**config.mk**
```make
export PLATFORM = sky130hd
export DESIGN_NAME = sbus_frame_receiver_flat
export DESIGN_NICKNAME = d
export VERILOG_FILES = /design/src/hw/rtl/sfr_pkg.sv /design/src/hw/rtl/sfr_rx_if.sv /design/src/hw/rtl/sfr_chan_if.sv /design/src/hw/rtl/sfr_cell.sv /design/src/hw/rtl/sbus_frame_receiver.sv /design/src/flat_wrapper.sv
export SDC_FILE = /design/constraint.sdc
export NUM_CORES = 1
export LEC_CHECK = 0
export ABC_CLOCK_PERIOD_IN_PS = 8400
export BUFFER_PORTS_ARGS = -buffer_cell sky130_fd_sc_hd__buf_4
export CORE_MARGIN = 1.5
export CORE_UTILIZATION = 33
export DETAILED_ROUTE_END_ITERATION = 8
export HOLD_SLACK_MARGIN = 0.1
export PLACE_DENSITY = 0.57
export SLEW_MARGIN = 25
export SYNTH_ARGS = -nofsm -noshare
export SYNTH_HDL_FRONTEND = slang
export SYNTH_SLANG_ARGS = --single-unit
export TNS_END_PERCENT = 50
```
**constraint.sdc**
```tcl
create_clock -name clk -period 8.4 [get_ports clk]
set_input_delay 1.68 -clock clk [delete_from_list [all_inputs] [get_ports clk]]
set_output_delay 1.68 -clock clk [all_outputs]
set_load 0.02 [all_outputs]
```
**src/hw/rtl/sfr_pkg.sv**
```systemverilog
// Shared constants and helpers for the S.BUS frame receiver.
`timescale 1ns / 1ps

package sfr_pkg;

  localparam int unsigned FRAME_LEN   = 25;
  localparam int unsigned NUM_CHANS   = 16;
  localparam int unsigned PAYLOAD_LEN = 22;
  localparam int unsigned RAW_W       = 11;
  localparam int unsigned PULSE_W     = 12;
  localparam int unsigned IDX_W       = 4;
  localparam int unsigned FILL_W      = 5;
  localparam int unsigned COUNT_W     = 16;

  localparam logic [7:0] START_BYTE = 8'h0F;
  localparam logic [7:0] END_BYTE_0 = 8'h00;
  localparam logic [7:0] END_BYTE_1 = 8'h04;
  localparam logic [7:0] END_BYTE_2 = 8'h14;
  localparam logic [7:0] END_BYTE_3 = 8'h24;
  localparam logic [7:0] END_BYTE_4 = 8'h34;

  // Fill level at which the next word completes a full window.
  localparam logic [FILL_W-1:0] FILL_ARMED = 5'd24;

  localparam logic [14:0] PULSE_OFFSET = 15'd7040;

  function automatic logic end_byte_ok(input logic [7:0] b);
    return (b == END_BYTE_0) || (b == END_BYTE_1) || (b == END_BYTE_2) ||
           (b == END_BYTE_3) || (b == END_BYTE_4);
  endfunction

  // (5*raw + 7040) >> 3, exact for any 11-bit raw value.
  function automatic logic [PULSE_W-1:0] pulse_of(input logic [RAW_W-1:0] raw);
    logic [14:0] sum;
    sum = {2'b00, raw, 2'b00} + {4'b0000, raw} + PULSE_OFFSET;
    return sum[14:3];
  endfunction

endpackage

```
**src/hw/rtl/sfr_rx_if.sv**
```systemverilog
// Byte input channel of the S.BUS frame receiver.
`timescale 1ns / 1ps

interface sfr_rx_if;
  logic       valid;
  logic       ready;
  logic [7:0] rx_byte;

  modport source (output valid, output rx_byte, input ready);
  modport sink   (input valid, input rx_byte, output ready);
endinterface

```
**src/hw/rtl/sfr_chan_if.sv**
```systemverilog
// Channel result channel of the S.BUS frame receiver.
`timescale 1ns / 1ps

interface sfr_chan_if;
  logic                            valid;
  logic                            ready;
  logic [sfr_pkg::IDX_W-1:0]       chan_index;
  logic [sfr_pkg::RAW_W-1:0]       chan_raw;
  logic [sfr_pkg::PULSE_W-1:0]     pulse_us;
  logic                            last_chan;
  logic [sfr_pkg::COUNT_W-1:0]     frames_seen;

  modport source (output valid, output chan_index, output chan_raw, output pulse_us,
                  output last_chan, output frames_seen, input ready);
  modport sink   (input valid, input chan_index, input chan_raw, input pulse_us,
                  input last_chan, input frames_seen, output ready);
endinterface

```
**src/hw/rtl/sfr_cell.sv**
```systemverilog
// One storage cell of a shift chain: takes its neighbor's value when enabled.
`timescale 1ns / 1ps

module sfr_cell #(
  parameter int unsigned W = 8
) (
  input  logic         clk,
  input  logic         en,
  input  logic [W-1:0] d,
  output logic [W-1:0] q
);

  always_ff @(posedge clk) begin
    if (en) begin
      q <= d;
    end
  end

endmodule

```
**src/hw/rtl/sbus_frame_receiver.sv**
```systemverilog
// Top level of the S.BUS frame receiver: byte window, frame check, channel burst.
`timescale 1ns / 1ps

// Usage:
//   rx   : one serial word (rx_byte) per handshake. Words shift into a row of
//          25 byte cells; the newest sits at the tail, the oldest at the head.
//   chan : sixteen channel words per accepted frame, in channel order, each
//          with raw value, pulse width in microseconds, last-channel mark and
//          the frame count including this frame.
// Throughput: one rx word per cycle while rx.ready is high. When the word that
//   completes a window arrives, the window is checked in that same cycle; on a
//   match the 22 payload bytes are unpacked into a row of 16 channel cells, the
//   fill count clears and a new window starts filling at once.
// Output: a match loads the channel cells and burst count; the first word is then
//   registered from cell 0, the rest one per cycle while chan.ready is high.
// Rate limit: the channel cell row holds one frame. A word that would complete
//   a window is held off (rx.ready low) while the previous burst still drains,
//   so rx stalls only while the sink still holds back the previous burst.
// Mismatch: the window slides by one word; the next word is checked again.
// Stall: chan holds its word while ready is low; rx fills until a window is armed.
// Reset: fill count, frame counter, burst count and chan.valid clear; the byte
//   cells keep stale data, which is never checked before 25 new words arrive.
module sbus_frame_receiver (
  input  logic        clk,
  input  logic        rst,
  sfr_rx_if.sink      rx,
  sfr_chan_if.source  chan
);

  localparam int unsigned N  = sfr_pkg::FRAME_LEN;
  localparam int unsigned NC = sfr_pkg::NUM_CHANS;
  localparam int unsigned RW = sfr_pkg::RAW_W;

  // Byte window cells, index 0 is the oldest.
  logic [7:0] win_q [N];
  logic [7:0] win_d [N];

  // Channel cells, index 0 is the next channel to send.
  logic [RW-1:0] ch_q [NC];
  logic [RW-1:0] ch_d [NC];

  logic [sfr_pkg::FILL_W-1:0]  fill_count;
  logic [sfr_pkg::COUNT_W-1:0] frame_counter;
  logic [sfr_pkg::COUNT_W-1:0] burst_frames;
  logic [4:0]                  remaining;
  logic [4:0]                  sent_next;

  logic rx_fire;
  logic frame_hit;
  logic out_adv;
  logic [8*sfr_pkg::PAYLOAD_LEN-1:0] payload;

  assign rx.ready  = !((fill_count == sfr_pkg::FILL_ARMED) && (remaining != 5'd0));
  assign rx_fire   = rx.valid && rx.ready;

  // Check the window as it will stand after this word: oldest is cell 1 now,
  // the end byte is the incoming word.
  assign frame_hit = rx_fire && (fill_count == sfr_pkg::FILL_ARMED) &&
                     (win_q[1] == sfr_pkg::START_BYTE) &&
                     sfr_pkg::end_byte_ok(rx.rx_byte);

  assign out_adv = (remaining != 5'd0) && (!chan.valid || chan.ready);

  // Payload bytes 1..22 of the completed window are cells 2..23 before shift.
  always_comb begin
    for (int j = 0; j < sfr_pkg::PAYLOAD_LEN; j++) begin
      payload[8*j +: 8] = win_q[j+2];
    end
  end

  always_comb begin
    for (int i = 0; i < N - 1; i++) begin
      win_d[i] = win_q[i+1];
    end
    win_d[N-1] = rx.rx_byte;
  end

  // Load all channels on a match, else advance toward cell 0; the tail empties.
  always_comb begin
    for (int k = 0; k < NC - 1; k++) begin
      if (frame_hit) begin
        ch_d[k] = payload[RW*k +: RW];
      end else begin
        ch_d[k] = ch_q[k+1];
      end
    end
    if (frame_hit) begin
      ch_d[NC-1] = payload[RW*(NC-1) +: RW];
    end else begin
      ch_d[NC-1] = '0;
    end
  end

  for (genvar i = 0; i < N; i++) begin : g_win
    sfr_cell #(.W(8)) u_cell (
      .clk (clk),
      .en  (rx_fire),
      .d   (win_d[i]),
      .q   (win_q[i])
    );
  end

  for (genvar k = 0; k < NC; k++) begin : g_chan
    sfr_cell #(.W(RW)) u_cell (
      .clk (clk),
      .en  (frame_hit || out_adv),
      .d   (ch_d[k]),
      .q   (ch_q[k])
    );
  end

  assign sent_next = 5'(NC) - remaining;

  // Fill count and frame counter.
  always_ff @(posedge clk) begin
    if (rst) begin
      fill_count    <= '0;
      frame_counter <= '0;
    end else if (rx_fire) begin
      if (frame_hit) begin
        fill_count    <= '0;
        frame_counter <= frame_counter + 16'd1;
      end else if (fill_count != sfr_pkg::FILL_ARMED) begin
        fill_count <= fill_count + 5'd1;
      end
    end
  end

  // Burst count and output register.
  always_ff @(posedge clk) begin
    if (rst) begin
      remaining  <= '0;
      chan.valid <= 1'b0;
    end else begin
      if (frame_hit) begin
        remaining    <= 5'(NC);
        burst_frames <= frame_counter + 16'd1;
      end else if (out_adv) begin
        remaining <= remaining - 5'd1;
      end

      if (out_adv) begin
        chan.valid       <= 1'b1;
        chan.chan_index  <= sent_next[3:0];
        chan.chan_raw    <= ch_q[0];
        chan.pulse_us    <= sfr_pkg::pulse_of(ch_q[0]);
        chan.last_chan   <= (remaining == 5'd1);
        chan.frames_seen <= burst_frames;
      end else if (chan.ready) begin
        chan.valid <= 1'b0;
      end
    end
  end

  // Checks.
  a_fill_range: assert property (@(posedge clk) disable iff (rst)
    fill_count <= sfr_pkg::FILL_ARMED)
    else $error("fill count beyond armed level");

  a_no_overrun: assert property (@(posedge clk) disable iff (rst)
    frame_hit |-> (remaining == 5'd0))
    else $error("frame accepted while burst still draining");

  a_burst_load: assert property (@(posedge clk) disable iff (rst)
    frame_hit |=> (remaining == 5'(NC)) && (fill_count == '0))
    else $error("burst not loaded after frame match");

  a_last_mark: assert property (@(posedge clk) disable iff (rst)
    chan.valid |-> (chan.last_chan == (chan.chan_index == 4'(NC - 1))))
    else $error("last channel mark out of place");

endmodule
```
**src/flat_wrapper.sv**
```systemverilog
// flat-port wrapper written by rule: the top's interface ports become plain ports
module sbus_frame_receiver_flat 
  (clk, rst, rx_valid, rx_rx_byte, rx_ready, chan_valid, chan_chan_index, chan_chan_raw, chan_pulse_us, chan_last_chan, chan_frames_seen, chan_ready);
  sfr_rx_if rx_i ();
  sfr_chan_if chan_i ();
  input  logic clk;
  input  logic rst;
  input wire logic [$bits(rx_i.valid)-1:0] rx_valid;
  input wire logic [$bits(rx_i.rx_byte)-1:0] rx_rx_byte;
  output wire logic [$bits(rx_i.ready)-1:0] rx_ready;
  output wire logic [$bits(chan_i.valid)-1:0] chan_valid;
  output wire logic [$bits(chan_i.chan_index)-1:0] chan_chan_index;
  output wire logic [$bits(chan_i.chan_raw)-1:0] chan_chan_raw;
  output wire logic [$bits(chan_i.pulse_us)-1:0] chan_pulse_us;
  output wire logic [$bits(chan_i.last_chan)-1:0] chan_last_chan;
  output wire logic [$bits(chan_i.frames_seen)-1:0] chan_frames_seen;
  input wire logic [$bits(chan_i.ready)-1:0] chan_ready;
  assign rx_i.valid = rx_valid;
  assign rx_i.rx_byte = rx_rx_byte;
  assign rx_ready = rx_i.ready;
  assign chan_valid = chan_i.valid;
  assign chan_chan_index = chan_i.chan_index;
  assign chan_chan_raw = chan_i.chan_raw;
  assign chan_pulse_us = chan_i.pulse_us;
  assign chan_last_chan = chan_i.last_chan;
  assign chan_frames_seen = chan_i.frames_seen;
  assign chan_i.ready = chan_ready;
  sbus_frame_receiver u_core (.clk(clk), .rst(rst), .rx(rx_i), .chan(chan_i));
endmodule
```
==> reports/metrics.cfg, run 1 <==
[clock_tree]
clockBufferDepth = 3
clk-insertion-delay-late_ns = 0.55
cts_root_buf = clkbuf_16
cts.reportedPaths.clkPinSlew_ns = 0.06
cts_setup_buffers = 0
cts_resized = 0
cts-hold-fix-buffers = 0
tritoncts = done
cts_made_buffers = 43
h-tree-depth = 2
clock_sinks = 455

[placed_design]
placed_cells = 1950
gp_congestion = 0.726
io_buffers = 57
pre_cts_slack_ns = 3.05
hpwl_mm = 16.0

[timing]
worst_slew_pin_slew_ns = 0.970
hold_viol = 0
tns_ns = 0
fin_crit_sh_pct = 55.5
rsz0062_at_grt = false
max_freq_mhz = 215
final.setup.worst_slack_ns = 3.74
slew_headroom_pct = 35.4
skew_ns = 0.0152
min_period_ns = 4.66
slew_viol_final = 0
final-setup-viol-count = 0

[drt]
viasPerCell = 4.54
wirelength_mm = 28.5
drtIter0Drc = 795
ant_nets = 0
drc = 0
wl_per_cell_um = 14.0
dr.pass1.iters = 5
via_count = 9219

[critical_path]
arrival_ns = 4.83
critical_path_class = in2reg
worstPathRequired_ns = 8.57
crit_fanout = 100
cp_top_family = simple AND/OR/NAND/NOR gates
slowest_stage = nand2b_4
crit_buf_inv = 4
end_kind = register
path_cells = buf_4 > nor4b_1 > nand3_1 > or4_4 > buf_4 > nand2b_4 > buf_12 > buf_12
cpPeakStageDelay_ns = 0.63
cp-start-kind = input port

[power_and_ir_drop]
leakagePower_nw = 7.37
seqPwrFrac_pct = 51.9
switching_share_pct = 28.7
power_density_mw_per_mm2 = 357
p_clk_share_pct = 26.4
p_comb_share_pct = 21.7
intPower_mw = 5.01
power.switching_mw = 2.02
vdd_drop_max_uv = 256

[global_routing]
grt_pass1_wl_mm = 46.4
grt_max_degree = 182
grt_pass1_vias = 9167
antenna_found_initial = 1
overflow = 0
track_usage_pct = 10.7

[synthesis]
ys_types = 46
synth_edf_count = 428
syn-cell-area_mm2 = 0.0171
ys.flop_type = edfxtp_1
synth_area_leaders = edfxtp_1, nand2_1, dfxtp_1
synth_top_cell_area_share_pct = 75.0
synthArstFlopShare_pct = 0
yosysTopAreaCell = edfxtp_1
synthMostInstantiatedCell = nand2_1
ys_seq_area_share_pct = 78.2
yosys_warnings = 0
ys_ff_latch = 455
syn_avg_cell_area_um2 = 13.7
synth_common_cells = nand2_1, edfxtp_1, buf_2
synthCells = 1254
synth_nets = 1282

[die]
fp.dieH_um = 231
die_w_um = 231
dieArea_mm2 = 0.0533
io_pins = 58
coreArea_mm2 = 0.0513
num_rows = 83
start_util_pct = 33.4

[run]
maxCapViolCount = 0

[final_layout]
area_delta_synth_final_pct = 14.8
diodes = 0
layout-drive-gt1-share_pct = 10.1
post_layout_nonfiller_instances = 2029
nNetsFinal = 1344

[outcome]
outcome = completed

[min_path]
hold_path.class = reg2reg

-- cells by family after synthesis --
| family | count (synthesis) | share of synthesized area (%) |
|---|---|---|
| buf+inv | 63 | 1.64 |
| xor+xnor | 37 | 1.97 |
| compound gates | 56 | 2.01 |
| flops | 455 | 78.2 |
| mux | 1 | 0.0584 |
| simple gates | 626 | 15.0 |
| fa+ha+maj | 16 | 1.21 |
-- power by group through the flow --
stage	combinational (mW)	sequential [mW]	clock (mW)
finish	1.53	3.65	1.85
global route	1.75	3.71	2.01
CTS	1.54	3.66	1.91
detailed placement	1.54	3.71	0
global placement	1.48	3.70	0
floorplan	1.01	3.83	0
-- sequential cells by signal (all words and copies together) (netlist names), 5 cells and up --
name / flops
u_core.g_win.u_cell.q: 192
u_core.g_chan.u_cell.q: 176
u_core.burst_frames: 16
u_core.chan.frames_seen: 16
u_core.frame_counter: 16
u_core.chan.pulse_us: 12
u_core.chan.chan_raw: 11
u_core.fill_count: 5
u_core.remaining: 5
-- worst register-to-register path: stages (launching register included) --
cell	delay, ns
edfxtp_1	0.38
nor4_1	0.30
nand3_1	0.50
or4_4	0.66
buf_4	0.39
nand2b_4	0.66
buf_12	0.32
buf_12	0.43
-- final timing paths --
path	start	end	slack, ns	depth (start not counted)
worst max-delay path	rx_rx_byte[1]	u_core.g_chan[0].u_cell.q[6]$_DFFE_PP_	3.74	8
worst min-delay path	u_core.burst_frames[10]$_DFFE_PP_	u_core.chan.frames_seen[10]$_DFFE_PP_	0.42	0
worst max register to register	u_core.g_win[1].u_cell.q[4]$_DFFE_PP_	u_core.g_chan[0].u_cell.q[6]$_DFFE_PP_	4.27	7
worst min register to register	u_core.burst_frames[10]$_DFFE_PP_	u_core.chan.frames_seen[10]$_DFFE_PP_	0.42	0
-- placed cells by master (no fill, tap or decap), types with 3 or more instances in the layout --
master      instances
clkinv_1           12
edfxtp_1          428
nor2_1             22
nor3_1             13
ha_1               15
a21oi_1            22
a21o_1              5
clkbuf_16          45
buf_4              64
clkbuf_1            8
or3_1              10
dfxtp_1            27
a2111oi_0           3
nand4_1             7
nor2b_1             3
xor2_1             19
and3_1             14
clkinvlp_4          3
nand2_1           522
o211ai_1            3
clkinv_2            6
xnor2_1            17
o21ai_0            12
nor4_1              4
and2_1              3
inv_1              11
buf_12              4
nand3_1            15
-- through the flow --
step,area [um2],power [mW],util (%),hold WS [ns]
final,19700,7.03,38.4,0.418
after global routing,19700,7.46,38.4,0.425
after CTS,19700,7.12,38.3,0.420
after detailed placement,18300,5.24,35.7,0.405
after global placement,18300,5.18,35.7,0.403
after floorplan,17100,4.83,-,0.400
-- per-layer routing --
metal | up-vias | routed length [um] | part of all wire [%] | GRT usage [%]
met2 | 106 | 14100 | 49 | 17.7
met4 | 0 | 672 | 2.4 | 3.90
met1 | 4562 | 12800 | 45 | 13.9
met3 | 55 | 943 | 3.3 | 2.22
met5 | - | 0 | 0 | 0
li1 | 4496 | - | - | -
-- layout make-up --
cell class	count	area, um2
inverter	12	52.6
fill	4875	31600
tap	680	851
clock buffer	55	1180
clock inverter	23	158
multi-input combinational	736	3480
sequential	455	13400
timing repair buffer	68	561
Note: power is estimated with default switching activity, not from simulation.
==> inputs of run 2 (changes only) <==
ABC_AREA = 1   (was default)
ABC_CLOCK_PERIOD_IN_PS = 3950   (was 8400)
clock period = 3.95 ns   (was 8.4 ns; I/O delays follow)
==> reports/metrics.cfg, run 2 <==
[final_layout]
largest_register = u_core.g_win.u_cell.q
nNetsFinal = 1462  ; +8.8%
top_regs = u_core.g_win.u_cell.q (192), u_core.g_chan.u_cell.q (176)
fin_util_pct = 38.2  ; -0.17 points
final_cell_mix = nand2_1, edfxtp_1, inv_1
layout-drive-gt1-share_pct = 10.4  ; +0.33 points
area_delta_synth_final_pct = 14.7  ; about the same
final_common_cell = nand2_1
diodes = 0  ; unchanged
largest_register_ffs = 192  ; unchanged

[die]
num_rows = 84  ; +1.2%
start_util_pct = 33.3  ; -0.12 points
io_pins = 58  ; unchanged
die_w_um = 233  ; +0.81%
dieArea_mm2 = 0.0542  ; +1.6%
fp.dieH_um = 233  ; +0.81%
coreArea_mm2 = 0.0523  ; +2.0%

[run]
maxCapViolCount = 0  ; unchanged

[synthesis]
synth_common_cells = nand2_1, edfxtp_1, inv_1
ys_ff_latch = 455  ; unchanged
syn_avg_cell_area_um2 = 12.8  ; -6.3%
ys.flop_type = edfxtp_1
ys_types = 30  ; -35%
synth_area_leaders = edfxtp_1, nand2_1, dfxtp_1
yosys_warnings = 0  ; unchanged
ys_seq_area_share_pct = 76.9  ; -1.3 points
synth_edf_count = 428  ; unchanged
synthCells = 1360  ; +8.5%
synth_top_cell_area_share_pct = 73.8  ; -1.2 points
yosysTopAreaCell = edfxtp_1
syn-cell-area_mm2 = 0.0174  ; +1.7%
synthMostInstantiatedCell = nand2_1
synthArstFlopShare_pct = 0  ; unchanged
synth_nets = 1388  ; +8.3%

[clock_tree]
clockBufferDepth = 3  ; unchanged
cts_setup_buffers = 0  ; unchanged
clock_sinks = 455  ; unchanged
cts.reportedPaths.clkPinSlew_ns = 0.06  ; about the same
clk-insertion-delay-late_ns = 0.55  ; about the same
cts-hold-fix-buffers = 0  ; unchanged
h-tree-depth = 2  ; unchanged
cts_resized = 0  ; unchanged
tritoncts = done
cts_root_buf = clkbuf_16
cts_made_buffers = 44  ; +2.3%

[min_path]
hold_path.class = reg2reg

[global_routing]
antenna_found_initial = 0  ; -1
grt_pass1_vias = 9422  ; +2.8%
grt_pass1_wl_mm = 45.3  ; -2.3%
track_usage_pct = 10.3  ; -0.40 points
overflow = 0  ; unchanged
grt_max_degree = 167  ; -8.2%

[timing]
skew_ns = 0.0218  ; +0.00653 ns
slew_headroom_pct = 36.5  ; +1.1 points
worst_slew_pin_slew_ns = 0.953  ; -0.0170 ns
min_period_ns = 2.83
fin_crit_sh_pct = 71.6
hold_viol = 0  ; unchanged
rsz0062_at_grt = false
final.setup.worst_slack_ns = 1.12  ; -2.62 ns
final-setup-viol-count = 0  ; unchanged
slew_viol_final = 0  ; unchanged
max_freq_mhz = 353

[placed_design]
io_buffers = 57  ; unchanged
hpwl_mm = 16.5  ; +2.8%
gp_congestion = 0.773  ; +6.4%
pre_cts_slack_ns = 0.967  ; -2.08 ns

[critical_path]
end_kind = register
cp-start-kind = register
arrival_ns = 3.05  ; -1.78 ns
crit_fanout = 61  ; -39%
worstPathRequired_ns = 4.17  ; -4.40 ns
critical_path_class = reg2reg

[power_and_ir_drop]
vdd_drop_max_uv = 283  ; +11%
leakagePower_nw = 7.52  ; +2.0%
power_density_mw_per_mm2 = 478  ; +34%

[drt]
wl_per_cell_um = 13.1  ; -7.0%
wirelength_mm = 28.2  ; -1.2%
drtIter0Drc = 633  ; -20%
ant_nets = 0  ; unchanged
drc = 0  ; unchanged
via_count = 9459  ; +2.6%
viasPerCell = 4.39  ; -3.5%
dr.pass1.iters = 5  ; unchanged

[outcome]
outcome = completed

[run 2: cell count changes in the layout (fill, tap and decap cells not counted), sizes merged, moves of 4 or more]
cell,before,now
inv,12,72
and3,14,0
nand3,15,34
a21o,5,0
and2,4,0
nor4,5,0
or3,10,0
nand2,522,615
nor2,22,51
nor3,13,8
nor2b,4,0
a21oi,22,17
xnor2,17,5
[run 2: kinds of logic (layout without fill, tap and decap cells)]
kind of cell / count (synthesis) / after routing / share of synthesized area (%)
buffers and inverters: 111 / 220 / 3.38
DFF: 455 / 455 / 76.9
xor gates and xnor gates: 21 / 21 / 1.06
and+or+nand+nor: 722 / 722 / 16.4
adders and majority gates: 16 / 16 / 1.19
AOI/OAI and AO/OA: 35 / 35 / 1.10
[run 2: final timing paths]
kind                                               from  slack [ns]                                      end  cells after the start
setup / recovery  u_core.g_win[1].u_cell.q[5]$_DFFE_PP_        1.12  u_core.g_chan[14].u_cell.q[8]$_DFFE_PP_                      8
hold / removal        u_core.burst_frames[11]$_DFFE_PP_        0.40    u_core.chan.frames_seen[11]$_DFFE_PP_                      0
setup reg to reg  u_core.g_win[1].u_cell.q[5]$_DFFE_PP_        1.12  u_core.g_chan[14].u_cell.q[8]$_DFFE_PP_                      8
hold reg to reg       u_core.burst_frames[11]$_DFFE_PP_        0.40    u_core.chan.frames_seen[11]$_DFFE_PP_                      0
[run 2: worst max-delay path, stage by stage (launching register included)]
cell and delay, ns:
edfxtp_1 0.35, nor2_1 0.19, nand2_1 0.08, nor2_1 0.47, nand3_2 0.27, nor2_8 0.20, inv_6 0.16, nand2_8 0.43
buf_12 0.31
[run 2: per-layer routing]
layer / track usage, % / part of all wire (%) / vias up
met4: 2.96 / 2.0 / 0
met5: 0 / 0 / -
met1: 12.8 / 45 / 4557
met2: 18.1 / 49 / 128
met3: 2.06 / 3.6 / 42
li1: - / - / 4732
[run 2: layout make-up]
class	count	area, um2
repair buffers	68	573
multi-input cells	794	3490
inverters	71	272
well taps	688	861
clock buffers	56	1160
clock inverters	25	236
fillers	4986	32400
flip-flops and latches	455	13400
[run 2: metrics by stage]
step	power [mW]	hold slack, ns	cell area [um2]	instances	TNS (ns)
6_report	9.56	0.404	20000	2157	0
5_1_grt	9.88	0.403	20000	2157	0
4_1_cts	9.69	0.406	20000	2157	0
3_5_place_dp	5.62	0.405	18600	2076	0
3_3_place_gp	5.62	0.404	18600	2076	0
2_1_floorplan	5.57	0.400	17500	1360	-160.38
[run 2: power by group]
| part | internal, mW | leakage, nW | switching, mW |
|---|---|---|---|
| Combinational | 0.0220 | 2.74 | 0.0693 |
| Sequential | 5.37 | 4.11 | 0.0567 |
| Clock | 2.34 | 0.674 | 1.70 |
